File: src/hw/rtl/great_circle_bearing_top_macros.svh
// Assertion macros for the great-circle bearing block.
`ifndef GREAT_CIRCLE_BEARING_TOP_MACROS_SVH
`define GREAT_CIRCLE_BEARING_TOP_MACROS_SVH

// Check that a condition implies another in the same cycle.
`define GCB_ASSERT_SAME(lbl, ante, cons) \
    lbl: assert property (@(posedge clk) disable iff (!rst_n) (ante) |-> (cons)) \
        else $error("bearing block check failed");

// Check that a condition implies another in the next cycle.
`define GCB_ASSERT_NEXT(lbl, ante, cons) \
    lbl: assert property (@(posedge clk) disable iff (!rst_n) (ante) |=> (cons)) \
        else $error("bearing block check failed");

`endif

File: src/hw/rtl/gcb_pkg.sv
// Shared types, constants and helper functions for the bearing pipeline.
package gcb_pkg;

    localparam int FRAC_BITS     = 16;
    localparam int CORDIC_STAGES = 20;
    localparam int STAGE_W       = 5;
    localparam int ANG_W         = 26;
    localparam int SC_W          = 20;
    localparam int VEC_W         = 22;
    localparam int LAT_W         = 24;
    localparam int LON_W         = 25;
    localparam int BRG_W         = 25;
    localparam int PIPE_DEPTH    = 2 * CORDIC_STAGES + 4;

    // Configuration register indexes
    localparam logic [1:0] REG_REF_LAT = 2'd0;
    localparam logic [1:0] REG_REF_LON = 2'd1;

    localparam logic signed [ANG_W-1:0] DEG_FULL    = 26'sd23592960;
    localparam logic signed [ANG_W-1:0] DEG_HALF    = 26'sd11796480;
    localparam logic signed [ANG_W-1:0] DEG_QUARTER = 26'sd5898240;
    localparam logic [BRG_W-1:0]        BRG_LIMIT   = 25'd23592960;

    // Start value of the rotation x: floor(K * 2^30) >> 14.
    localparam logic signed [SC_W-1:0]  CORDIC_X0   = 20'sd39796;

    // Rotation CORDIC stage state.
    typedef struct packed {
        logic                    neg;
        logic signed [SC_W-1:0]  x;
        logic signed [SC_W-1:0]  y;
        logic signed [ANG_W-1:0] z;
    } rot_t;

    // Vectoring CORDIC stage state.
    typedef struct packed {
        logic                    zero;
        logic signed [VEC_W-1:0] x;
        logic signed [VEC_W-1:0] y;
        logic signed [ANG_W-1:0] z;
    } vec_t;

    // Arctangent of 2^-k in degrees, 16 fraction bits.
    function automatic logic signed [ANG_W-1:0] atan_deg(input logic [STAGE_W-1:0] k);
        logic signed [ANG_W-1:0] r;
        begin
            case (k)
                5'd0:    r = 26'sd2949120;
                5'd1:    r = 26'sd1740967;
                5'd2:    r = 26'sd919879;
                5'd3:    r = 26'sd466945;
                5'd4:    r = 26'sd234379;
                5'd5:    r = 26'sd117304;
                5'd6:    r = 26'sd58666;
                5'd7:    r = 26'sd29335;
                5'd8:    r = 26'sd14668;
                5'd9:    r = 26'sd7334;
                5'd10:   r = 26'sd3667;
                5'd11:   r = 26'sd1833;
                5'd12:   r = 26'sd917;
                5'd13:   r = 26'sd458;
                5'd14:   r = 26'sd229;
                5'd15:   r = 26'sd115;
                5'd16:   r = 26'sd57;
                5'd17:   r = 26'sd29;
                5'd18:   r = 26'sd14;
                5'd19:   r = 26'sd7;
                5'd20:   r = 26'sd4;
                5'd21:   r = 26'sd2;
                5'd22:   r = 26'sd1;
                default: r = 26'sd0;
            endcase
            return r;
        end
    endfunction

    // Fold an angle in [-180,180) into [-90,90] and seed the rotation.
    function automatic rot_t fold_angle(input logic signed [ANG_W-1:0] a);
        rot_t r;
        begin
            r.x   = CORDIC_X0;
            r.y   = '0;
            r.neg = 1'b0;
            r.z   = a;
            if (a > DEG_QUARTER)
            begin
                r.z   = a - DEG_HALF;
                r.neg = 1'b1;
            end
            else if (a < -DEG_QUARTER)
            begin
                r.z   = a + DEG_HALF;
                r.neg = 1'b1;
            end
            return r;
        end
    endfunction

endpackage

File: src/hw/rtl/gcb_vec_cell.sv
// One vectoring-mode CORDIC cell: a single micro-rotation and its register.
module gcb_vec_cell (
    input  logic                         clk,
    input  logic                         en,
    input  logic [gcb_pkg::STAGE_W-1:0]  stage,
    input  gcb_pkg::vec_t                din,
    output gcb_pkg::vec_t                dout
);
    import gcb_pkg::*;

    logic signed [VEC_W-1:0] dx;
    logic signed [VEC_W-1:0] dy;
    vec_t                    cell_next;
    vec_t                    cell_reg;

    // Rotate the vector onto the positive x axis
    always_comb
    begin
        dx             = din.y >>> stage;
        dy             = din.x >>> stage;
        cell_next.zero = din.zero;
        if (din.y > 0)
        begin
            cell_next.x = din.x + dx;
            cell_next.y = din.y - dy;
            cell_next.z = din.z + atan_deg(stage);
        end
        else
        begin
            cell_next.x = din.x - dx;
            cell_next.y = din.y + dy;
            cell_next.z = din.z - atan_deg(stage);
        end
    end

    // Advance when the pipeline moves
    always_ff @(posedge clk)
    begin
        if (en)
        begin
            cell_reg <= cell_next;
        end
    end

    assign dout = cell_reg;

endmodule

File: config.mk
export PLATFORM = sky130hd
export DESIGN_NAME = gcb_vec_cell
export DESIGN_NICKNAME = d
export VERILOG_FILES = /design/src/hw/rtl/great_circle_bearing_top_macros.svh /design/src/hw/rtl/gcb_pkg.sv /design/src/hw/rtl/gcb_vec_cell.sv
export SDC_FILE = /design/constraint.sdc
export NUM_CORES = 1
export LEC_CHECK = 0
export ABC_CLOCK_PERIOD_IN_PS = 6100
export BUFFER_PORTS_ARGS = -buffer_cell sky130_fd_sc_hd__buf_2
export CAP_MARGIN = 20
export CORE_MARGIN = 2
export CORE_UTILIZATION = 60
export DETAILED_ROUTE_END_ITERATION = 7
export PLACE_DENSITY_LB_ADDON = 0.15
export SYNTH_ARGS = -nofsm -noshare
export SYNTH_HDL_FRONTEND = slang
export SYNTH_SLANG_ARGS = --single-unit
File: constraint.sdc
create_clock -name clk -period 6.1 [get_ports clk]
set_input_delay 0.305 -clock clk [delete_from_list [all_inputs] [get_ports clk]]
set_output_delay 0.305 -clock clk [all_outputs]
set_load 0.03 [all_outputs]
==> out/qor.yml, run 1 <==
synth_area_leaders: "edfxtp_1 21%, mux4_2 10%, ha_1 9.8%, xnor2_1 6.5%, a21oi_1 3.9%"
synthArstFlopShare_pct: 0
tritoncts: "yes"
largest_register_ffs: 71
status: "completed"
p_leak_nw: 4.723
dp_slack_ns: 0.3649
synthCells: 1077
synth_edf_count: 71
fmax_ghz: 0.1830
path_clk_slew_ns: 0.06
crit_path_end_kind: "register"
synth_top_cell_by_area: "edfxtp_1"
drive_gt1_share_pct: 24.51
start_util_pct: 60.69
crit_required_ns: 6.19
final-max-slew-violation-count: 0
pwr-share-seq_pct: 26.4
nets: 1375
gr-total-overflow: 0
synth_nets: 1236
chipHeight_um: 132.8
cts_buffer_depth: 2
ys.flop_type: "edfxtp_1"
hold_path_depth: 1
slowest_stage: "buf_2"
arrival_ns: 5.56
grt_pass1_vias: 8742
finalSetupViolations: 0
path_class: "input pin to register"
wl_per_cell_um: 19.84
period_share_pct: 89.60
core_area_um2: 16410
hold_violations: 0
ctsResizeCount: 0
grt_max_degree: 72
diodes: 0
netlist_area_um2: 9957
min_from: "din[70]"
synth-seq-area-share_pct: 21.41
synth_warnings: 0
io_buffers: 148
synth-seq-cells: 71
ctsHoldBuffers: 0
die_x_um: 132.8
crit_chain: "buf_2 -> mux4_2 -> mux2i_1 -> o22ai_1 -> a221oi_2 -> and2_1 -> nand3_1 -> or2_2 -> o21ai_0 -> xor2_1 -> ha_1 -> or3_1 -> a2111oi_0 -> buf_4 -> o31ai_1 -> a21oi_1 -> o21bai_1 -> a21oi_1 -> o21a_1 -> o21ai_0 -> xnor2_1"
drtAntennaViolNets: 0
slowest_delay_ns: 0.54
period_minus_slack_ns: 5.466
clkPwrFrac_pct: 20.9
grt_util_all_layers_pct: 32.68
max_slew_margin_pct: 38.01
setup_slack_ns: 0.6341
synth.avg_cell_area_um2: 9.245
drtPass1Iterations: 6
cts-root-buf: "clkbuf_16"
max-cap-violations: 0
drc_errors: 0
ios: 149
ir_worst_vdd_uv: 156.3
worstSetupStartpointType: "input pin"
cts_max_level: 3
path_max_fanout: 31
cts_buffers: 9
dr.first_iter.drc_count: 1041
worstHoldEndpoint: "dout[70]"
worst_pin_slew_ns: 0.9299
viasPerCell: 6.422
cts.sinks: 71
power.internal_mw: 1.626
rsz0062_at_grt: "no"
drt-total-wl_um: 28570
swShare_pct: 41.51
rows: 47
area_growth_pct: 12.18
final_cell_mix: "148 x buf_2, 93 x nand2_1, 85 x nor2_1"
hold_class: "input pin to register"
hpwl_um: 21320
crit_buf_inv: 2
power.total_mw: 2.781
synth.distinct_cells: 90
p_switching_mw: 1.154
layout_commonest_cell: "buf_2"
synth_top_area_share_pct: 21.41
powerDensity_nw_per_um2: 249.0
dr_total_vias: 9248
fin_tns_setup_ns: 0
gp_congestion: 1.022
grt_pass1_wl_um: 45860
antenna_found_initial: 0
post-cts-setup-buffer-count: 0
die_area_um2: 17640
combPwrFrac_pct: 52.6
path_delay_family: "compound AO/OA/AOI/OAI gates"
-- through the flow --
stage          cells  area, um2  util (%)  hold WS, ns
2_1_floorplan   1077       9957         -       0.4039
3_3_place_gp    1425      10860     66.18       0.4881
3_5_place_dp    1425      10860     66.18       0.4932
4_1_cts         1440      11170     68.08       0.1312
5_1_grt         1440      11170     68.08       0.1292
6_report        1440      11170     68.08       0.1324
-- cell usage after synthesis (all sizes together), types with 11 or more instances --
| cell | n |
|---|---|
| nand2 | 93 |
| nor2 | 85 |
| a21oi | 79 |
| ha | 78 |
| xnor2 | 74 |
| o21ai | 72 |
| edfxtp | 71 |
| mux4 | 52 |
| inv | 49 |
| buf | 42 |
| xor2 | 39 |
| mux2i | 33 |
| nor3 | 33 |
| a21o | 18 |
| a211oi | 17 |
| a31oi | 17 |
| mux2 | 16 |
| nand3 | 16 |
| and2 | 14 |
| nand2b | 14 |
| o21a | 12 |
| clkbuf | 11 |
| nor2b | 11 |
-- cell type report --
class | instances | area, um2
clock inverter | 6 | 86.33
fill | 1356 | 5238
inverter | 49 | 183.9
multi-input combinational | 904 | 7266
tap | 220 | 275.3
sequential | 71 | 2132
timing repair buffer | 181 | 1001
clock buffer | 9 | 225.2
-- power groups by stage --
stage	clock network, mW	logic, mW	registers, mW
after floorplan	0	0.837	1.00
after global placement	0	1.42	0.743
after detailed placement	0	1.44	0.745
after CTS	0.594	1.45	0.737
after global routing	0.609	1.59	0.747
final	0.582	1.46	0.735
-- per-layer routing --
layer	vias up	track usage (%)	share of wire [%]
li1	4332	-	-
met1	4272	44.74	41
met2	557	52.27	46
met3	87	5.709	9.7
met4	0	11.89	3.5
met5	-	0	0
-- worst max path at each step --
| stage | depth (start not counted) | slack, ns | startpoint | endpoint |
|---|---|---|---|---|
| finish | 21 | 0.63 | stage[2] | dout[47] |
| global route | 22 | 0.21 | stage[2] | dout[69] |
| CTS | 21 | 0.71 | stage[1] | dout[47] |
| floorplan | 21 | 0.95 | stage[1] | dout[46] |
| detailed placement | 22 | 0.36 | stage[2] | dout[69] |
| global placement | 21 | 0.39 | stage[2] | dout[47] |
-- cell families (layout without fill, tap and decap cells) --
kind of cell / Yosys count / after routing / share of synthesized area (%)
AO/OA/AOI/OAI: 297 / 297 / 19.63
AND/OR/NAND/NOR: 312 / 312 / 15.72
multiplexers: 101 / 101 / 17.28
XOR/XNOR: 113 / 113 / 9.940
flip-flops: 71 / 71 / 21.41
adder cells (fa/ha/maj): 81 / 81 / 10.40
buffers and inverters: 102 / 245 / 5.617
Note: power is estimated with default switching activity, not from simulation.
==> run 2: changes to the inputs <==
--- a/config.mk
+++ b/config.mk
@@ -10,5 +10,6 @@
 export CAP_MARGIN = 20
 export CORE_MARGIN = 2
-export CORE_UTILIZATION = 60
+export CORE_UTILIZATION = 50
+export CTS_CLUSTER_SIZE = 8
 export DETAILED_ROUTE_END_ITERATION = 7
 export PLACE_DENSITY_LB_ADDON = 0.15
==> constraint.sdc (replaced) <==
create_clock -name clk -period 6.1 [get_ports clk]
set_input_delay 1.22 -clock clk [delete_from_list [all_inputs] [get_ports clk]]
set_output_delay 1.22 -clock clk [all_outputs]
set_load 0.03 [all_outputs]
==> out/qor.yml, run 2 (synthesis gave the netlist of run 1 again) <==
setup_slack_ns: 0.2327
start_util_pct: 50.99
drive_gt1_share_pct: 30.05
antenna_found_initial: 0
grt_util_all_layers_pct: 28.15
gp_congestion: 0.9594
path_max_fanout: 16
area_growth_pct: 19.90
min_from: "din[70]"
slowest_delay_ns: 0.48
startpoint: "stage[0]"
slowest_stage: "mux4_2"
dr_total_vias: 9512
tritoncts: "yes"
post-cts-setup-buffer-count: 0
drtAntennaViolNets: 0
ir_worst_vdd_uv: 133.9
period_minus_slack_ns: 5.867
cts.sinks: 71
finalSetupViolations: 0
power.total_mw: 2.844
final_cell_mix: "146 x buf_2, 118 x buf_4, 93 x nand2_1"
cts_max_level: 3
powerDensity_nw_per_um2: 238.2
diodes: 0
combPwrFrac_pct: 55.0
hold_class: "input pin to register"
path_class: "input pin to register"
clkPwrFrac_pct: 19.1
power.internal_mw: 1.661
hold_violations: 0
drtPass1Iterations: 6
grt_max_degree: 72
io_buffers: 148
hpwl_um: 23370
crit_required_ns: 6.19
swShare_pct: 41.61
gr-total-overflow: 0
largest_register_ffs: 71
cts-root-buf: "clkbuf_16"
worst_pin_slew_ns: 0.9335
dp_slack_ns: -0.2708
max-cap-violations: 0
drt-total-wl_um: 30320
n_fill_cell: 1763
cts_buffer_depth: 2
crit_chain: "clkbuf_4 -> buf_4 -> mux4_2 -> mux2i_1 -> o22ai_1 -> a221oi_2 -> and2_1 -> nand3_1 -> o21ai_0 -> xnor2_1 -> ha_1 -> a21o_1 -> and2_1 -> a211o_1 -> a41oi_1 -> a2111oi_0 -> o21a_1 -> o21a_1 -> o41a_1 -> xor2_1"
grt_pass1_vias: 8839
core_area_um2: 19530
drc_errors: 0
p_switching_mw: 1.183
ios: 149
ctsResizeCount: 0
die_x_um: 145.1
crit_path_end_kind: "register"
nets: 1463
final-max-slew-violation-count: 0
pwr-share-seq_pct: 25.9
grt_pass1_wl_um: 47380
period_share_pct: 96.18
arrival_ns: 5.96
rows: 51
layout_commonest_cell: "buf_2"
chipHeight_um: 145.1
p_leak_nw: 5.154
cts_buffers: 9
fmax_ghz: 0.1704
dr.first_iter.drc_count: 817
worstSetupStartpointType: "input pin"
wl_per_cell_um: 19.28
die_area_um2: 21060
path_clk_slew_ns: 0.06
status: "completed"
rsz0062_at_grt: "no"
max_slew_margin_pct: 37.77
viasPerCell: 6.047
ctsHoldBuffers: 0
-- run 2: cell count changes in the layout (fill, tap and decap cells not counted), moves of 2 or more --
cell / delta
a211oi_1: -2
buf_12: +3
a211oi_2: +2
buf_2: -2
o31ai_1: -2
buf_4: +86
o31ai_2: +2
-- run 2: layout make-up --
cell class	instances	area, um2	share of cell area, %
sequential	71	2132	17.86
tap	265	331.6	2.777
clock buffer	9	225.2	1.886
timing repair buffer	269	1704	14.27
inverter	49	183.9	1.541
multi-input combinational	904	7300	61.14
clock inverter	6	62.56	0.5240
-- run 2: per-layer routing --
| metal | vias to the layer above | global-route usage (%) | wire, um |
|---|---|---|---|
| li1 | 4527 | - | - |
| met1 | 4449 | 38.11 | 12770 |
| met2 | 453 | 45.88 | 14060 |
| met3 | 83 | 4.340 | 2335 |
| met4 | 0 | 10.20 | 1156 |
| met5 | - | 0 | 0 |
-- run 2: through the flow --
step | utilization (%) | cells | setup TNS (ns) | hold slack, ns | instance area (um2)
6_report | 61.14 | 1573 | 0 | 1.051 | 11940
5_1_grt | 61.14 | 1573 | 0 | 1.045 | 11940
4_1_cts | 60.96 | 1573 | 0 | 1.043 | 11900
3_5_place_dp | 59.48 | 1558 | -0.7222 | 1.400 | 11610
3_3_place_gp | 59.48 | 1558 | -0.4283 | 1.403 | 11610
2_1_floorplan | - | 1077 | 0 | 1.319 | 9957
-- run 2: final timing paths --
kind	to	cells past startpoint
worst max-delay path	dout[46]	20
worst min-delay path	dout[70]	1
-- run 2: worst max-delay path, delay by kind of cell --
family / cells / cell delay (ns)
XOR/XNOR: 2 / 0.32
AND/OR/NAND/NOR: 3 / 0.50
buffers and inverters: 2 / 0.46
adder cells (fa/ha/maj): 1 / 0.30
AO/OA/AOI/OAI: 10 / 2.46
multiplexers: 2 / 0.69
-- run 2: power groups by stage --
stage          Clock (mW)  Combinational, mW  Sequential, mW
6_report            0.543               1.56           0.736
5_1_grt             0.567               1.69           0.750
4_1_cts             0.553               1.55           0.738
3_5_place_dp            0               1.54           0.747
3_3_place_gp            0               1.53           0.744
2_1_floorplan           0              0.837            1.00
==> run 3: changes to the inputs <==
Settings changed: PLACE_DENSITY set to 0.79, PLACE_DENSITY_LB_ADDON 0.15 to not set.
==> out/qor.yml, run 3 (synthesis gave the netlist of run 1 again) <==
status: "completed"
max-cap-violations: 0
area_growth_pct: 18.69
multiInputGateArea_um2: 7277
viasPerCell: 6.114
post-cts-setup-buffer-count: 0
period_share_pct: 95.33
fmax_ghz: 0.1720
drt-total-wl_um: 30240
drtPass1Iterations: 6
pwr-share-seq_pct: 26.5
chipHeight_um: 145.1
placed_cell_area_um2: 11530
core_area_um2: 19530
cts_buffers: 9
drive_gt1_share_pct: 29.08
ctsHoldBuffers: 0
final_cell_mix: "146 x buf_2, 108 x buf_4, 93 x nand2_1"
worst_pin_slew_ns: 0.8721
antenna_found_initial: 1
seq_area_um2: 2132
final_cell_area_um2: 11820
cts_buffer_depth: 2
cts-root-buf: "clkbuf_16"
tritoncts: "yes"
rsz0062_at_grt: "yes"
p_switching_mw: 1.169
hold_class: "input pin to register"
drc_errors: 0
gr-total-overflow: 0
crit_required_ns: 6.20
path_max_fanout: 19
layout_commonest_cell: "buf_2"
p_leak_nw: 5.094
die_area_um2: 21060
finalSetupViolations: 0
power.internal_mw: 1.611
n_fill_cell: 1730
combPwrFrac_pct: 55.8
cts.sinks: 71
largest_register_ffs: 71
rows: 51
dr.first_iter.drc_count: 962
io_buffers: 148
hpwl_um: 23510
cts_max_level: 3
grt_pass1_wl_um: 48220
crit_path_end_kind: "register"
start_util_pct: 50.99
grt_max_degree: 39
grt_pass1_vias: 9368
hold_violations: 0
fin_tns_setup_ns: 0
swShare_pct: 42.05
path_clk_slew_ns: 0.06
die_x_um: 145.1
dr_total_vias: 9575
period_minus_slack_ns: 5.815
arrival_ns: 5.92
ios: 149
ctsResizeCount: 0
max_slew_margin_pct: 41.86
worstSetupStartpointType: "input pin"
final-max-slew-violation-count: 0
ir_worst_vdd_uv: 140.8
clkPwrFrac_pct: 17.7
nets: 1454
path_class: "input pin to register"
grt_util_all_layers_pct: 28.37
gp_congestion: 0.9599
powerDensity_nw_per_um2: 235.3
drtAntennaViolNets: 0
wl_per_cell_um: 19.31
==> run 3: final cells by class <==
type | count | share of cell area (%)
antenna | 1 | 0.02118
tap | 265 | 2.806
sequential | 71 | 18.04
clock buffer | 12 | 2.001
multi-input combinational | 904 | 61.58
clock inverter | 4 | 0.1906
timing repair buffer | 260 | 13.81
inverter | 49 | 1.556
==> run 3: power groups by stage <==
stage          Combinational [mW]  Clock (mW)  Sequential [mW]
3_5_place_dp                 1.53           0            0.746
4_1_cts                      1.54       0.502            0.738
2_1_floorplan               0.837           0             1.00
5_1_grt                      1.68       0.515            0.750
6_report                     1.55       0.493            0.736
3_3_place_gp                 1.51           0            0.744
==> run 3: worst paths after layout <==
path	from	endpoint	cells past startpoint
setup / recovery	stage[1]	dout[68]	23
hold / removal	din[70]	dout[70]	1
==> run 3: routing by layer <==
metal  part of all wire [%]  vias to the layer above  GRT usage, %
li1                       -                     4494             -
met4                    3.3                        0         10.64
met1                     40                     4441         35.95
met5                      0                        -             0
met3                     10                      105         6.415
met2                     47                      535         47.40
==> run 3: critical path, cell delays in order <==
cell and delay (ns):
buf_2 0.12, buf_12 0.17, buf_12 0.19, mux4_1 0.60, mux4_2 0.46, nand2_1 0.10
o31ai_1 0.10, inv_1 0.09, ha_1 0.19, nand3_2 0.09, o31ai_1 0.29, o21ai_0 0.17
ha_1 0.32, o21a_1 0.15, o21ai_0 0.10, and2_1 0.17, a31oi_1 0.20, a211oi_1 0.12
nor3_1 0.38, a211oi_1 0.17, o31ai_1 0.25, a21oi_1 0.11, xnor2_1 0.12
==> run 3: through the flow <==
step | power, mW | cells | hold slack (ns) | util, % | worst slack, ns
2_1_floorplan | 1.838 | 1077 | 1.319 | - | 0.03610
3_3_place_gp | 2.249 | 1549 | 1.398 | 59.06 | -0.1027
3_5_place_dp | 2.275 | 1549 | 1.399 | 59.06 | -0.1455
4_1_cts | 2.778 | 1565 | 1.037 | 60.39 | 0.1932
5_1_grt | 2.947 | 1565 | 1.047 | 60.51 | -0.04930
6_report | 2.780 | 1566 | 1.045 | 60.52 | 0.2846
