<file path="src/hw/rtl/great_circle_bearing_top_macros.svh">
// Assertion macros for the great-circle bearing block.
`ifndef GREAT_CIRCLE_BEARING_TOP_MACROS_SVH
`define GREAT_CIRCLE_BEARING_TOP_MACROS_SVH

// Check that a condition implies another in the same cycle.
`define GCB_ASSERT_SAME(lbl, ante, cons) \
    lbl: assert property (@(posedge clk) disable iff (!rst_n) (ante) |-> (cons)) \
        else $error("bearing block check failed");

// Check that a condition implies another in the next cycle.
`define GCB_ASSERT_NEXT(lbl, ante, cons) \
    lbl: assert property (@(posedge clk) disable iff (!rst_n) (ante) |=> (cons)) \
        else $error("bearing block check failed");

`endif

</file>
<file path="src/hw/rtl/gcb_pkg.sv">
// Shared types, constants and helper functions for the bearing pipeline.
package gcb_pkg;

    localparam int FRAC_BITS     = 16;
    localparam int CORDIC_STAGES = 20;
    localparam int STAGE_W       = 5;
    localparam int ANG_W         = 26;
    localparam int SC_W          = 20;
    localparam int VEC_W         = 22;
    localparam int LAT_W         = 24;
    localparam int LON_W         = 25;
    localparam int BRG_W         = 25;
    localparam int PIPE_DEPTH    = 2 * CORDIC_STAGES + 4;

    // Configuration register indexes
    localparam logic [1:0] REG_REF_LAT = 2'd0;
    localparam logic [1:0] REG_REF_LON = 2'd1;

    localparam logic signed [ANG_W-1:0] DEG_FULL    = 26'sd23592960;
    localparam logic signed [ANG_W-1:0] DEG_HALF    = 26'sd11796480;
    localparam logic signed [ANG_W-1:0] DEG_QUARTER = 26'sd5898240;
    localparam logic [BRG_W-1:0]        BRG_LIMIT   = 25'd23592960;

    // Start value of the rotation x: floor(K * 2^30) >> 14.
    localparam logic signed [SC_W-1:0]  CORDIC_X0   = 20'sd39796;

    // Rotation CORDIC stage state.
    typedef struct packed {
        logic                    neg;
        logic signed [SC_W-1:0]  x;
        logic signed [SC_W-1:0]  y;
        logic signed [ANG_W-1:0] z;
    } rot_t;

    // Vectoring CORDIC stage state.
    typedef struct packed {
        logic                    zero;
        logic signed [VEC_W-1:0] x;
        logic signed [VEC_W-1:0] y;
        logic signed [ANG_W-1:0] z;
    } vec_t;

    // Arctangent of 2^-k in degrees, 16 fraction bits.
    function automatic logic signed [ANG_W-1:0] atan_deg(input logic [STAGE_W-1:0] k);
        logic signed [ANG_W-1:0] r;
        begin
            case (k)
                5'd0:    r = 26'sd2949120;
                5'd1:    r = 26'sd1740967;
                5'd2:    r = 26'sd919879;
                5'd3:    r = 26'sd466945;
                5'd4:    r = 26'sd234379;
                5'd5:    r = 26'sd117304;
                5'd6:    r = 26'sd58666;
                5'd7:    r = 26'sd29335;
                5'd8:    r = 26'sd14668;
                5'd9:    r = 26'sd7334;
                5'd10:   r = 26'sd3667;
                5'd11:   r = 26'sd1833;
                5'd12:   r = 26'sd917;
                5'd13:   r = 26'sd458;
                5'd14:   r = 26'sd229;
                5'd15:   r = 26'sd115;
                5'd16:   r = 26'sd57;
                5'd17:   r = 26'sd29;
                5'd18:   r = 26'sd14;
                5'd19:   r = 26'sd7;
                5'd20:   r = 26'sd4;
                5'd21:   r = 26'sd2;
                5'd22:   r = 26'sd1;
                default: r = 26'sd0;
            endcase
            return r;
        end
    endfunction

    // Fold an angle in [-180,180) into [-90,90] and seed the rotation.
    function automatic rot_t fold_angle(input logic signed [ANG_W-1:0] a);
        rot_t r;
        begin
            r.x   = CORDIC_X0;
            r.y   = '0;
            r.neg = 1'b0;
            r.z   = a;
            if (a > DEG_QUARTER)
            begin
                r.z   = a - DEG_HALF;
                r.neg = 1'b1;
            end
            else if (a < -DEG_QUARTER)
            begin
                r.z   = a + DEG_HALF;
                r.neg = 1'b1;
            end
            return r;
        end
    endfunction

endpackage

</file>
<file path="src/hw/rtl/gcb_rot_cell.sv">
// One rotation-mode CORDIC cell: a single micro-rotation and its register.
module gcb_rot_cell (
    input  logic                         clk,
    input  logic                         en,
    input  logic [gcb_pkg::STAGE_W-1:0]  stage,
    input  gcb_pkg::rot_t                din,
    output gcb_pkg::rot_t                dout
);
    import gcb_pkg::*;

    logic signed [SC_W-1:0] dx;
    logic signed [SC_W-1:0] dy;
    rot_t                   cell_next;
    rot_t                   cell_reg;

    // Rotate toward zero residual angle
    always_comb
    begin
        dx            = din.y >>> stage;
        dy            = din.x >>> stage;
        cell_next.neg = din.neg;
        if (!din.z[ANG_W-1])
        begin
            cell_next.x = din.x - dx;
            cell_next.y = din.y + dy;
            cell_next.z = din.z - atan_deg(stage);
        end
        else
        begin
            cell_next.x = din.x + dx;
            cell_next.y = din.y - dy;
            cell_next.z = din.z + atan_deg(stage);
        end
    end

    // Advance when the pipeline moves
    always_ff @(posedge clk)
    begin
        if (en)
        begin
            cell_reg <= cell_next;
        end
    end

    assign dout = cell_reg;

endmodule

</file>
<file path="config.mk">
export PLATFORM = sky130hd
export DESIGN_NAME = gcb_rot_cell
export DESIGN_NICKNAME = d
export VERILOG_FILES = /design/src/hw/rtl/great_circle_bearing_top_macros.svh /design/src/hw/rtl/gcb_pkg.sv /design/src/hw/rtl/gcb_rot_cell.sv
export SDC_FILE = /design/constraint.sdc
export NUM_CORES = 1
export LEC_CHECK = 0
export BUFFER_PORTS_ARGS = -buffer_cell sky130_fd_sc_hd__buf_2
export CORE_MARGIN = 1.5
export CORE_UTILIZATION = 42
export CTS_BUF_LIST = sky130_fd_sc_hd__clkbuf_4
export DETAILED_ROUTE_END_ITERATION = 8
export GPL_TIMING_DRIVEN = 0
export HOLD_SLACK_MARGIN = 0.02
export PLACE_DENSITY = 0.63
export SETUP_SLACK_MARGIN = 0.02
export SLEW_MARGIN = 40
export SYNTH_ARGS = -nofsm -noshare
export SYNTH_HDL_FRONTEND = slang
export SYNTH_SLANG_ARGS = --single-unit
</file>
<file path="constraint.sdc">
create_clock -name clk -period 7.11 [get_ports clk]
set_input_delay 2.133 -clock clk [delete_from_list [all_inputs] [get_ports clk]]
set_output_delay 2.133 -clock clk [all_outputs]
set_load 0.005 [all_outputs]
</file>
==> results of run 1 <==
kinds of logic (layout without fill, tap and decap cells):
logic type | after synthesis | count (layout) | share of synthesized area
AOI/OAI and AO/OA | 316 | 316 | 0.2251
and+or+nand+nor | 308 | 308 | 0.1667
xor gates and xnor gates | 99 | 99 | 0.09286
muxes | 90 | 90 | 0.1506
buffers and inverters | 90 | 244 | 0.04234
adders and majority gates | 78 | 78 | 0.1069
DFF | 67 | 67 | 0.2155
other | 0 | 2 | 0
through the flow:
| stage | setup slack [ns] | util | area (um^2) | power [W] | setup TNS, ns |
|---|---|---|---|---|---|
| final | 0.1817 | 0.4893 | 10680 | 0.001949 | 0 |
| after detailed placement | -1.194 | 0.4771 | 10410 | 0.001641 | -18.71 |
| after floorplan | 0.2654 | - | 9338 | 0.001307 | 0 |
| after global routing | 0.06054 | 0.4893 | 10680 | 0.002082 | 0 |
| after CTS | 0.02023 | 0.4849 | 10580 | 0.001940 | 0 |
| after global placement | -1.170 | 0.4749 | 10360 | 0.001633 | -19.55 |
cell type report:
| cell class | count | area (um^2) | share of cell area |
|---|---|---|---|
| well taps | 280 | 350.3 | 0.03281 |
| inverters | 36 | 136.4 | 0.01277 |
| plain buffers | 53 | 282.8 | 0.02648 |
| diodes | 2 | 5.005 | 0.0004687 |
| flip-flops and latches | 67 | 2012 | 0.1884 |
| repair buffers | 139 | 715.7 | 0.06703 |
| multi-input cells | 891 | 7039 | 0.6592 |
| clock buffers | 9 | 67.56 | 0.006328 |
| clock inverters | 7 | 68.82 | 0.006445 |
what timing repair did:
action                                  in CTS  in global routing
gates resized for setup                     12                 34
pin swaps                                    0                  1
endpoints found under the setup margin      19                 18
synth_stat cells, types with 6 or more instances:
| cell type | count | area share |
|---|---|---|
| nor2_1 | 99 | 0.040 |
| a21oi_1 | 79 | 0.042 |
| ha_1 | 75 | 0.10 |
| edfxtp_1 | 67 | 0.22 |
| xnor2_1 | 65 | 0.061 |
| nand2_1 | 55 | 0.022 |
| o21ai_0 | 52 | 0.028 |
| mux4_2 | 38 | 0.092 |
| inv_1 | 34 | 0.014 |
| xor2_1 | 34 | 0.032 |
| nor3_1 | 29 | 0.016 |
| mux2i_1 | 28 | 0.030 |
| a31oi_1 | 26 | 0.017 |
| clkbuf_1 | 24 | 0.0096 |
| mux2_2 | 22 | 0.027 |
| nand3_1 | 21 | 0.011 |
| nor2b_1 | 21 | 0.014 |
| a21o_1 | 17 | 0.014 |
| nand2b_1 | 16 | 0.011 |
| o211ai_1 | 15 | 0.012 |
| o21a_1 | 15 | 0.012 |
| o31ai_1 | 15 | 0.012 |
| and3_1 | 13 | 0.0087 |
| buf_2 | 13 | 0.0070 |
| and2_1 | 12 | 0.0080 |
| buf_1 | 11 | 0.0044 |
| a211oi_1 | 10 | 0.0080 |
| o22ai_1 | 9 | 0.0060 |
| a22oi_1 | 8 | 0.0064 |
| o21bai_1 | 7 | 0.0056 |
| nand4_1 | 6 | 0.0040 |
| nor4_1 | 6 | 0.0040 |
power by group through the flow:
| stage | sequential [W] | combinational (W) | clock (W) |
|---|---|---|---|
| 4_1_cts | 0.000597 | 0.00105 | 0.000298 |
| 6_report | 0.000595 | 0.00107 | 0.000283 |
| 5_1_grt | 0.000604 | 0.00117 | 0.000309 |
| 3_3_place_gp | 0.000603 | 0.00103 | 0 |
| 3_5_place_dp | 0.000605 | 0.00104 | 0 |
| 2_1_floorplan | 0.000622 | 0.000685 | 0 |
metal layers:
| layer | vias to the layer above | global-route usage | wire length (um) |
|---|---|---|---|
| met4 | 0 | 0.1526 | 1955 |
| met2 | 452 | 0.4805 | 16070 |
| li1 | 4330 | - | - |
| met5 | - | 0 | 0 |
| met1 | 4520 | 0.4018 | 15600 |
| met3 | 116 | 0.06532 | 2709 |
how the worst max path moves through the flow:
stage | from | endpoint | slack [ns] | cells after the start
4_1_cts | stage[1] | dout[25]$_DFFE_PP_ | 0.02 | 21
3_3_place_gp | stage[1] | dout[25]$_DFFE_PP_ | -1.17 | 21
3_5_place_dp | stage[1] | dout[25]$_DFFE_PP_ | -1.19 | 21
5_1_grt | stage[1] | dout[25]$_DFFE_PP_ | 0.06 | 21
6_report | stage[0] | dout[45]$_DFFE_PP_ | 0.18 | 19
2_1_floorplan | stage[1] | dout[25]$_DFFE_PP_ | 0.27 | 20
critical path, cell delays in order:
cell	delay (ns)
buf_2	0.17
buf_6	0.20
buf_6	0.20
clkbuf_4	0.29
mux2i_1	0.51
o22ai_1	0.24
o21ai_1	0.36
o2111a_1	0.32
nand3_2	0.20
nor3_1	0.30
o221ai_1	0.15
a21boi_0	0.16
ha_1	0.37
a21oi_1	0.19
o311ai_1	0.18
nor4_1	0.52
o31ai_1	0.22
o41ai_2	0.29
xnor2_1	0.13
==> reports/results.md, run 1 <==
| Step | Item | This run |
|---|---|---|
| critical path | Endpoint arrival time on the critical path | 7.15 ns |
| floorplan | Die footprint | 23140 um^2 |
| place | Detailed placement HPWL | 28230 um |
| grt | Number of antenna violations at the first check in global routing | 1 |
| grt | Pin count of the biggest net entering global routing | 44 |
| drt | DRC violations left | 0 |
| drt | Router iterations before antenna repair | 5 |
| floorplan | CORE AREA | 21820 um^2 |
| final layout | Fraction of final layout cells with drive strength greater than 1 | 0.2379 |
| synthesis | Number of register bits inferred by synthesis | 67 |
| hold path | Startpoint of the lowest-slack hold path | din[66] |
| hold path | Number of instances on the worst hold path | 1 |
| final layout | Most common library cell in the layout ignoring fill and taps | buf_2 |
| synthesis | Number of instances in the synthesized netlist | 1048 |
| power | Clock group share of total power | 0.145 |
| clocking | Number of clock sinks seen by CTS | 67 |
| drt | Aggregate routed wire length | 36340 um |
| synthesis | Seq/Total Area, Yosys | 0.2155 |
| sta | Worst Hold Margin | 1.851 ns |
| clocking | Clock Root Buffer | clkbuf_4 |
| synthesis | Area of the mapped netlist | 9338 um^2 |
| clocking | TritonCTS clock tree | done |
| clocking | Maximum buffer depth of the clock tree | 2 |
| final layout | Count of fill cells added during filler insertion | 2199 |
| sta | RSZ-0062 raised after global routing | false |
| synthesis | Fraction of synthesis flops using an asynchronous set or reset pin | 0 |
| place | # port buffers | 135 |
| sta | Fin. Hold Viols | 0 |
| power | Combinational share of power | 0.549 |
| floorplan | Core Rows | 54 |
| synthesis | Synthesized netlist net count | 1200 |
| sta | Clock period minus worst slack | 6.928 ns |
| clocking | Total number of H-tree levels | 3 |
| critical path | Critical path class | in2reg |
| flow run | Maxcap violations | 0 |
| floorplan | I/O pin total | 141 |
| drt | Initial DRC Count | 794 |
| place | Placer Congestion | 1.027 |
| synthesis | Predominant post-synthesis flop cell | edfxtp_1 |
| drt | Vias per cell | 6.346 |
| synthesis | Avg Synthesized Cell Area | 8.910 um^2 |
| grt | Via count of the first global-routing pass | 9103 |
| power | Reported leakage power | 4.306 nW |
| synthesis | Yosys warning count | 0 |
| final layout | Post-layout net count | 1349 |
| sta | Max-slew headroom | 0.4458 |
| power | Proportion of total power due to net switching | 0.4170 |
| power | IR Drop Worst-Case VDD | 0.00008366 V |
| sta | Final setup violation count | 0 |
| hold path | Min-delay worst type | in2reg |
| synthesis | Number of synthesized flops with an enable pin | 67 |
| sta | Measured slew at the worst slew-check pin | 0.8313 ns |
| floorplan | Die Span Y | 152.1 um |
| power | Net switching component of the power | 0.0008127 W |
| sta | Number of pins exceeding their max-slew limit in the final report | 0 |
| grt | Wire length of the first global-routing pass | 54750 um |
| sta | Fin crit share | 0.9744 |
| drt | Via count | 9418 |
| critical path | Worst EP required | 7.33 ns |
| floorplan | Width of the chip | 152.1 um |
| final layout | Commonest non-fill, non-tap cells in the layout | 150 x buf_2, 99 x nor2_1, 77 x a21oi_1 |
| floorplan | Starting Density | 0.4279 |
| final layout | Flip-flop count of the largest register, all copies and words added | 67 |
| final layout | Layout-stage area growth over the synthesis result | 14.35% |
| power | Internal power summed over all cells | 0.001136 W |
| synthesis | Count of distinct cell types in the synthesized netlist | 77 |
| grt | Aggregate global routing overflow | 0 |
| critical path | Critical-path maximum fanout | 10 |
| power | Cell Pwr Density | 182.5 nW/um^2 |
| clocking | Number of buffers created by CTS | 9 |
| critical path | Capturing element type of the critical path | flip-flop |
| critical path | Critical path launch point type | input port |
| clocking | Post-CTS Setup Inserts | 0 |
| power | Sequential cell fraction of total power | 0.305 |
| sta | Maximum clock rate | 144.3 MHz |
| clocking | Register clock-pin slew on the reported worst setup and hold paths | 0.14 ns |
| final layout | Non-filler cells in the finished layout | 1484 |
| hold path | Worst Hold Path EP | dout[66]$_DFFE_PP_ |
| clocking | Hold bufs inserted after CTS | 0 |
| place | Number of placed instances, taps included | 1467 |
| drt | Wirelength per Cell | 24.49 um |
| status | Status | finished, final reports clean |
| drt | Number of nets with antenna violations after detailed routing | 0 |
| grt | Global Route Usage Sum | 0.3071 |
No activity file was read; power rests on OpenSTA's default activity.
==> run 2, diff against run 1 <==
--- a/config.mk
+++ b/config.mk
@@ -5,7 +5,9 @@
 export SDC_FILE = /design/constraint.sdc
 export NUM_CORES = 1
 export LEC_CHECK = 0
+export ABC_AREA = 1
 export BUFFER_PORTS_ARGS = -buffer_cell sky130_fd_sc_hd__buf_2
+export CORE_ASPECT_RATIO = 0.7
 export CORE_MARGIN = 1.5
 export CORE_UTILIZATION = 42
 export CTS_BUF_LIST = sky130_fd_sc_hd__clkbuf_4
@@ -13,6 +15,7 @@
 export GPL_TIMING_DRIVEN = 0
 export HOLD_SLACK_MARGIN = 0.02
 export PLACE_DENSITY = 0.63
+export REMOVE_ABC_BUFFERS = 1
 export SETUP_SLACK_MARGIN = 0.02
 export SLEW_MARGIN = 40
 export SYNTH_ARGS = -nofsm -noshare
==> run 2 against run 1 <==
Routed wire length decreased by 23%. Fmax up 6.5%. Synthesized area down 3.3%. Global-route usage shrank 5.6 points. Critical path depth is 5 higher. Sequential share of layout area rose by 1.3 points. Flip-flop and latch count is the same. Final cell count grew 17%. Synthesized cell count increased by 28%. Combinational power down 4%. Largest cell class unchanged. Highest routed layer unchanged.
==> reports/results.md, run 2 <==
| Step | Item | This run |
|---|---|---|
| floorplan | Core Rows | 44 |
| clocking | Total number of H-tree levels | 3 |
| hold path | Min-delay worst type | in2reg |
| clocking | Register clock-pin slew on the reported worst setup and hold paths | 0.16 ns |
| synthesis | Seq/Total Area, Yosys | 0.2228 |
| drt | DRC violations left | 0 |
| synthesis | Count of distinct cell types in the synthesized netlist | 53 |
| power | IR Drop Worst-Case VDD | 0.0001075 V |
| place | # port buffers | 140 |
| sta | Number of pins exceeding their max-slew limit in the final report | 0 |
| clocking | Hold bufs inserted after CTS | 0 |
| grt | Pin count of the biggest net entering global routing | 50 |
| sta | Clock period minus worst slack | 6.508 ns |
| floorplan | Die footprint | 22410 um^2 |
| critical path | Critical path class | in2reg |
| synthesis | List of most frequent post-synthesis cells | 430 x nand2_1, 186 x nand3_1, 98 x inv_1 |
| synthesis | Number of register bits inferred by synthesis | 67 |
| hold path | Number of instances on the worst hold path | 1 |
| drt | Initial DRC Count | 942 |
| synthesis | Fraction of synthesis flops using an asynchronous set or reset pin | 0 |
| drt | Wirelength per Cell | 16.17 um |
| drt | Vias per cell | 5.470 |
| status | Status | finished, final reports clean |
| sta | Fin. Hold Viols | 0 |
| flow run | Maxcap violations | 0 |
| sta | Final setup violation count | 0 |
| critical path | Critical path launch point type | input port |
| clocking | Clock Root Buffer | clkbuf_4 |
| final layout | Most common library cell in the layout ignoring fill and taps | nand2_1 |
| power | Reported leakage power | 4.896 nW |
| final layout | Commonest non-fill, non-tap cells in the layout | 430 x nand2_1, 186 x nand3_1, 136 x buf_2 |
| synthesis | Yosys warning count | 0 |
| drt | Via count | 9501 |
| final layout | Flip-flop count of the largest register, all copies and words added | 67 |
| final layout | Layout Cell Area excl Fill | 9978 um^2 |
| power | Cell Pwr Density | 191.9 nW/um^2 |
| critical path | Critical-path maximum fanout | 48 |
| clocking | Number of buffers created by CTS | 9 |
| synthesis | Number of instances in the synthesized netlist | 1346 |
| grt | Global Route Usage Sum | 0.2511 |
| synthesis | Area of the mapped netlist | 9031 um^2 |
| grt | Wire length of the first global-routing pass | 44150 um |
| floorplan | Starting Density | 0.4317 |
| synthesis | Top cells by area, synth | edfxtp_1 22%, nand2_1 18%, ha_1 10%, nand3_1 10%, xor2_1 6.9% |
| sta | Measured slew at the worst slew-check pin | 0.7746 ns |
| synthesis | Avg Synthesized Cell Area | 6.710 um^2 |
| clocking | Maximum buffer depth of the clock tree | 2 |
| sta | RSZ-0062 raised after global routing | false |
| synthesis | Number of synthesized flops with an enable pin | 67 |
| floorplan | Die Span Y | 125.7 um |
| clocking | TritonCTS clock tree | done |
| drt | Number of nets with antenna violations after detailed routing | 0 |
| place | Cell area reported after detailed placement | 9832 um^2 |
| synthesis | Dominant cell by count in the synthesized netlist | nand2_1 |
| sta | Maximum clock rate | 153.7 MHz |
| grt | Aggregate global routing overflow | 0 |
| final layout | Fraction of final layout cells with drive strength greater than 1 | 0.1473 |
| sta | Max-slew headroom | 0.4824 |
| sta | Setup TNS | 0 ns |
| clocking | Number of clock sinks seen by CTS | 67 |
| critical path | Worst EP required | 7.35 ns |
| final layout | Post-layout net count | 1607 |
| floorplan | I/O pin total | 141 |
| hold path | Worst Hold Path EP | dout[66]$_DFFE_PP_ |
| place | Placer Congestion | 0.9330 |
| critical path | Endpoint arrival time on the critical path | 6.75 ns |
| drt | Aggregate routed wire length | 28080 um |
| synthesis | Area leader, netlist | edfxtp_1 |
| grt | Via count of the first global-routing pass | 8256 |
| drt | Router iterations before antenna repair | 6 |
| synthesis | Area share of the largest cell type after synthesis | 0.2228 |
| critical path | Capturing element type of the critical path | flip-flop |
| floorplan | Width of the chip | 178.3 um |
| final layout | Layout-stage area growth over the synthesis result | 10.49% |
| sta | Fin crit share | 0.9153 |
| hold path | Startpoint of the lowest-slack hold path | din[66] |
| place | Detailed placement HPWL | 22130 um |
| synthesis | Predominant post-synthesis flop cell | edfxtp_1 |
| grt | Number of antenna violations at the first check in global routing | 1 |
| floorplan | CORE AREA | 20920 um^2 |
[run 2: routing by layer]
| metal | global-route usage | share of wire |
|---|---|---|
| met5 | 0 | 0 |
| met2 | 0.3333 | 0.38 |
| met1 | 0.4145 | 0.52 |
| met4 | 0.04020 | 0.0088 |
| met3 | 0.04559 | 0.094 |
[run 2: through the flow]
stage,utilization,total power [W],hold WS [ns],setup WS (ns),std cells
after CTS,0.4765,0.001910,1.812,0.2350,1736
final,0.4770,0.001915,1.843,0.6024,1737
after global routing,0.4770,0.002070,1.810,0.09161,1737
after global placement,0.4682,0.001614,2.316,-0.3455,1719
after detailed placement,0.4700,0.001619,2.313,-0.2573,1720
after floorplan,-,0.001288,2.232,1.508,1303
[run 2: how the worst max path moves through the flow]
stage,endpoint,start,slack [ns]
floorplan,dout[19]$_DFFE_PP_,stage[1],1.51
global placement,dout[19]$_DFFE_PP_,stage[0],-0.35
detailed placement,dout[19]$_DFFE_PP_,stage[1],-0.26
CTS,dout[19]$_DFFE_PP_,stage[1],0.24
global route,dout[19]$_DFFE_PP_,stage[0],0.09
finish,dout[19]$_DFFE_PP_,stage[0],0.60
[run 2: repair_timing]
item,in CTS,in global routing
hold endpoints to repair,0,0
resized for setup,0,4
setup endpoints to repair,0,6
setup buffers,0,0
[run 2: critical path: stages]
cell	delay [ns]
buf_4	0.44
inv_4	0.31
ha_1	0.46
nand2_1	0.09
nand2_1	0.10
nand2_1	0.06
nand2_1	0.05
o21a_1	0.22
ha_1	0.20
nand3_1	0.13
nor2_2	0.16
nand3_1	0.09
a21oi_1	0.14
a21oi_1	0.06
ha_1	0.38
nand2_1	0.11
a21oi_1	0.04
a211oi_1	0.40
o21ai_1	0.30
a21oi_1	0.32
nor2_1	0.07
nor2_1	0.14
o21ai_0	0.12
xor2_1	0.16
[run 2: layout make-up]
class,count,area [um^2]
Inverter,107,414.1
Fill cell,2178,10940
Antenna cell,1,2.502
Clock inverter,7,68.82
Tap cell,276,345.3
Multi-Input combinational cell,1129,6337
Clock buffer,9,67.56
Timing Repair Buffer,141,730.7
Sequential cell,67,2012
[run 2: cell families (layout without fill, tap and decap cells)]
kind of cell / after synthesis / count (layout) / synth area share
XOR/XNOR: 102 / 102 / 0.09892
flip-flops: 67 / 67 / 0.2228
buffers and inverters: 150 / 264 / 0.07661
AO/OA/AOI/OAI: 183 / 183 / 0.1190
AND/OR/NAND/NOR: 766 / 766 / 0.3721
adder cells (fa/ha/maj): 78 / 78 / 0.1106
other: 0 / 1 / 0
[run 2: power by group]
group / switching (W) / leakage [nW] / internal, W
combinational: 0.000642 / 4.17 / 0.000384
clock: 0.000179 / 0.0717 / 0.000106
sequential: 0.0000235 / 0.656 / 0.000581
total: 0.000844 / 4.90 / 0.00107
==> run 3, diff against run 2 <==
--- a/config.mk
+++ b/config.mk
@@ -9,12 +9,12 @@
 export BUFFER_PORTS_ARGS = -buffer_cell sky130_fd_sc_hd__buf_2
 export CORE_ASPECT_RATIO = 0.7
 export CORE_MARGIN = 1.5
-export CORE_UTILIZATION = 42
+export CORE_UTILIZATION = 25
 export CTS_BUF_LIST = sky130_fd_sc_hd__clkbuf_4
 export DETAILED_ROUTE_END_ITERATION = 8
 export GPL_TIMING_DRIVEN = 0
 export HOLD_SLACK_MARGIN = 0.02
-export PLACE_DENSITY = 0.63
+export PLACE_DENSITY = 0.41
 export REMOVE_ABC_BUFFERS = 1
 export SETUP_SLACK_MARGIN = 0.02
 export SLEW_MARGIN = 40
==> constraint.sdc (replaced) <==
create_clock -name clk -period 7.4 [get_ports clk]
set_input_delay 2.22 -clock clk [delete_from_list [all_inputs] [get_ports clk]]
set_output_delay 2.22 -clock clk [all_outputs]
set_load 0.005 [all_outputs]
==> run 3 against run 2 <==
Worst setup slack worse by 0.11 ns. Sequential share of layout area shrank 0.52 points. Sequential power decreased by 4.1%. First-iteration DRC count decreased by 13%. Count of clock-buffer cells in the layout did not move. Via count is 1.6% lower. Highest routed layer unchanged. Final cell count grew 12%.
==> reports/results.md, run 3 (synthesis results as in run 2) <==
| Step | Item | This run |
|---|---|---|
| status | Status | finished, final reports clean |
| critical path | Critical path class | in2reg |
| final layout | Layout-stage area growth over the synthesis result | 13.40% |
| clocking | Clock Root Buffer | clkbuf_4 |
| drt | Wirelength per Cell | 16.59 um |
| place | Detailed placement HPWL | 25950 um |
| critical path | Critical path launch point type | input port |
| sta | Fin crit share | 0.9337 |
| sta | Clock period minus worst slack | 6.909 ns |
| power | Combinational share of power | 0.541 |
| clocking | Total number of H-tree levels | 3 |
| clocking | Maximum buffer depth of the clock tree | 2 |
| critical path | Endpoint arrival time on the critical path | 7.23 ns |
| sta | RSZ-0062 raised after global routing | false |
| floorplan | CORE AREA | 35780 um^2 |
| grt | Pin count of the biggest net entering global routing | 50 |
| sta | Worst Hold Margin | 1.839 ns |
| power | Power consumption | 0.001852 W |
| drt | Vias per cell | 4.800 |
| clocking | Post-CTS Setup Inserts | 0 |
| floorplan | Die Span Y | 162.0 um |
| floorplan | Core Rows | 58 |
| hold path | Min-delay worst type | in2reg |
| floorplan | I/O pin total | 141 |
| power | Proportion of total power due to net switching | 0.4465 |
| drt | Router iterations before antenna repair | 5 |
| grt | Aggregate global routing overflow | 0 |
| clocking | Hold bufs inserted after CTS | 0 |
| clocking | Number of clock sinks seen by CTS | 67 |
| power | Clock group share of total power | 0.145 |
| sta | Number of pins exceeding their max-slew limit in the final report | 0 |
| grt | Number of antenna violations at the first check in global routing | 5 |
| sta | Measured slew at the worst slew-check pin | 0.7685 ns |
| floorplan | Width of the chip | 230.2 um |
| grt | Global Route Usage Sum | 0.1741 |
| final layout | Fraction of final layout cells with drive strength greater than 1 | 0.1453 |
| sta | Final setup violation count | 0 |
| final layout | Most common library cell in the layout ignoring fill and taps | nand2_1 |
| sta | Max-slew headroom | 0.4823 |
| sta | Maximum clock rate | 144.7 MHz |
| power | Sequential cell fraction of total power | 0.313 |
| flow run | Maxcap violations | 0 |
| grt | Via count of the first global-routing pass | 8593 |
| power | Net switching component of the power | 0.0008269 W |
| final layout | Layout Cell Area excl Fill | 10240 um^2 |
| final layout | Commonest non-fill, non-tap cells in the layout | 430 x nand2_1, 186 x nand3_1, 137 x buf_2 |
| drt | Initial DRC Count | 819 |
| sta | Fin. Hold Viols | 0 |
| final layout | Flip-flop count of the largest register, all copies and words added | 67 |
| clocking | Register clock-pin slew on the reported worst setup and hold paths | 0.13 ns |
| place | Cell area reported after detailed placement | 10090 um^2 |
| power | Internal power summed over all cells | 0.001025 W |
| final layout | Utilization of the core after routing | 0.2862 |
| final layout | Post-layout net count | 1607 |
| clocking | Number of buffers created by CTS | 9 |
| critical path | Capturing element type of the critical path | flip-flop |
| place | Placer Congestion | 0.8805 |
| clocking | TritonCTS clock tree | done |
| final layout | Non-filler cells in the finished layout | 1947 |
| clocking | CTS-repair resized insts | 0 |
| drt | Via count | 9345 |
| place | # port buffers | 140 |
| critical path | Critical-path maximum fanout | 38 |
| power | Cell Pwr Density | 180.9 nW/um^2 |
| power | IR Drop Worst-Case VDD | 0.00008702 V |
| floorplan | Die footprint | 37290 um^2 |
| drt | Aggregate routed wire length | 32290 um |
| drt | DRC violations left | 0 |
| drt | Number of nets with antenna violations after detailed routing | 0 |
| place | Number of placed instances, taps included | 1924 |
| power | Reported leakage power | 4.888 nW |
| critical path | Worst EP required | 7.72 ns |
| floorplan | Starting Density | 0.2524 |
| grt | Wire length of the first global-routing pass | 49810 um |
## run 3: path summary, 6_finish.rpt
| path | startpoint | to | slack, ns | cells past startpoint |
|---|---|---|---|---|
| worst min-delay path | din[66] | dout[66]$_DFFE_PP_ | 1.84 | 1 |
| worst max-delay path | stage[1] | dout[19]$_DFFE_PP_ | 0.49 | 24 |
## run 3: stage by stage
stage	setup TNS, ns	setup slack [ns]
after global routing	0	0.1189
after global placement	-1.281	-0.3930
after detailed placement	-0.4379	-0.2772
final	0	0.4907
after CTS	0	0.3159
after floorplan	0	1.711
## run 3: final cells by class
| class | instances | area (um^2) |
|---|---|---|
| Timing Repair Buffer | 141 | 732.0 |
| Fill cell | 4060 | 25540 |
| Sequential cell | 67 | 2012 |
| Inverter | 107 | 414.1 |
| Antenna cell | 8 | 20.02 |
| Tap cell | 480 | 600.6 |
| Clock buffer | 9 | 67.56 |
| Clock inverter | 6 | 57.56 |
| Multi-Input combinational cell | 1129 | 6337 |
## run 3: per-layer routing
| metal | vias to the layer above | global-route usage | wire length (um) |
|---|---|---|---|
| li1 | 4780 | - | - |
| met1 | 4285 | 0.2726 | 17510 |
| met2 | 268 | 0.2421 | 12610 |
| met3 | 12 | 0.03792 | 1942 |
| met4 | 0 | 0.02555 | 230 |
| met5 | - | 0 | 0 |
## run 3: critical path, cell delays in order
cell and delay [ns]:
buf_2 0.57, inv_4 0.35, ha_1 0.49, nand2_1 0.09, nand2_1 0.09, nand2_1 0.06, nand2_1 0.06, o21a_1 0.21
ha_1 0.20, nand3_1 0.13, nor2_2 0.16, nand3_1 0.09, a21oi_1 0.14, a21oi_1 0.07, ha_1 0.38, nand2_1 0.10
a21oi_1 0.05, a211oi_1 0.40, o21ai_0 0.43, a21oi_1 0.38, nor2_1 0.07, nor2_1 0.15, o21ai_0 0.13, xor2_1 0.16
## run 3: power by group through the flow
stage	Sequential, W	Combinational [W]	Clock [W]
6_report	0.000580	0.00100	0.000269
5_1_grt	0.000590	0.00113	0.000302
4_1_cts	0.000583	0.00100	0.000284
3_5_place_dp	0.000591	0.000997	0
3_3_place_gp	0.000590	0.00100	0
2_1_floorplan	0.000607	0.000631	0
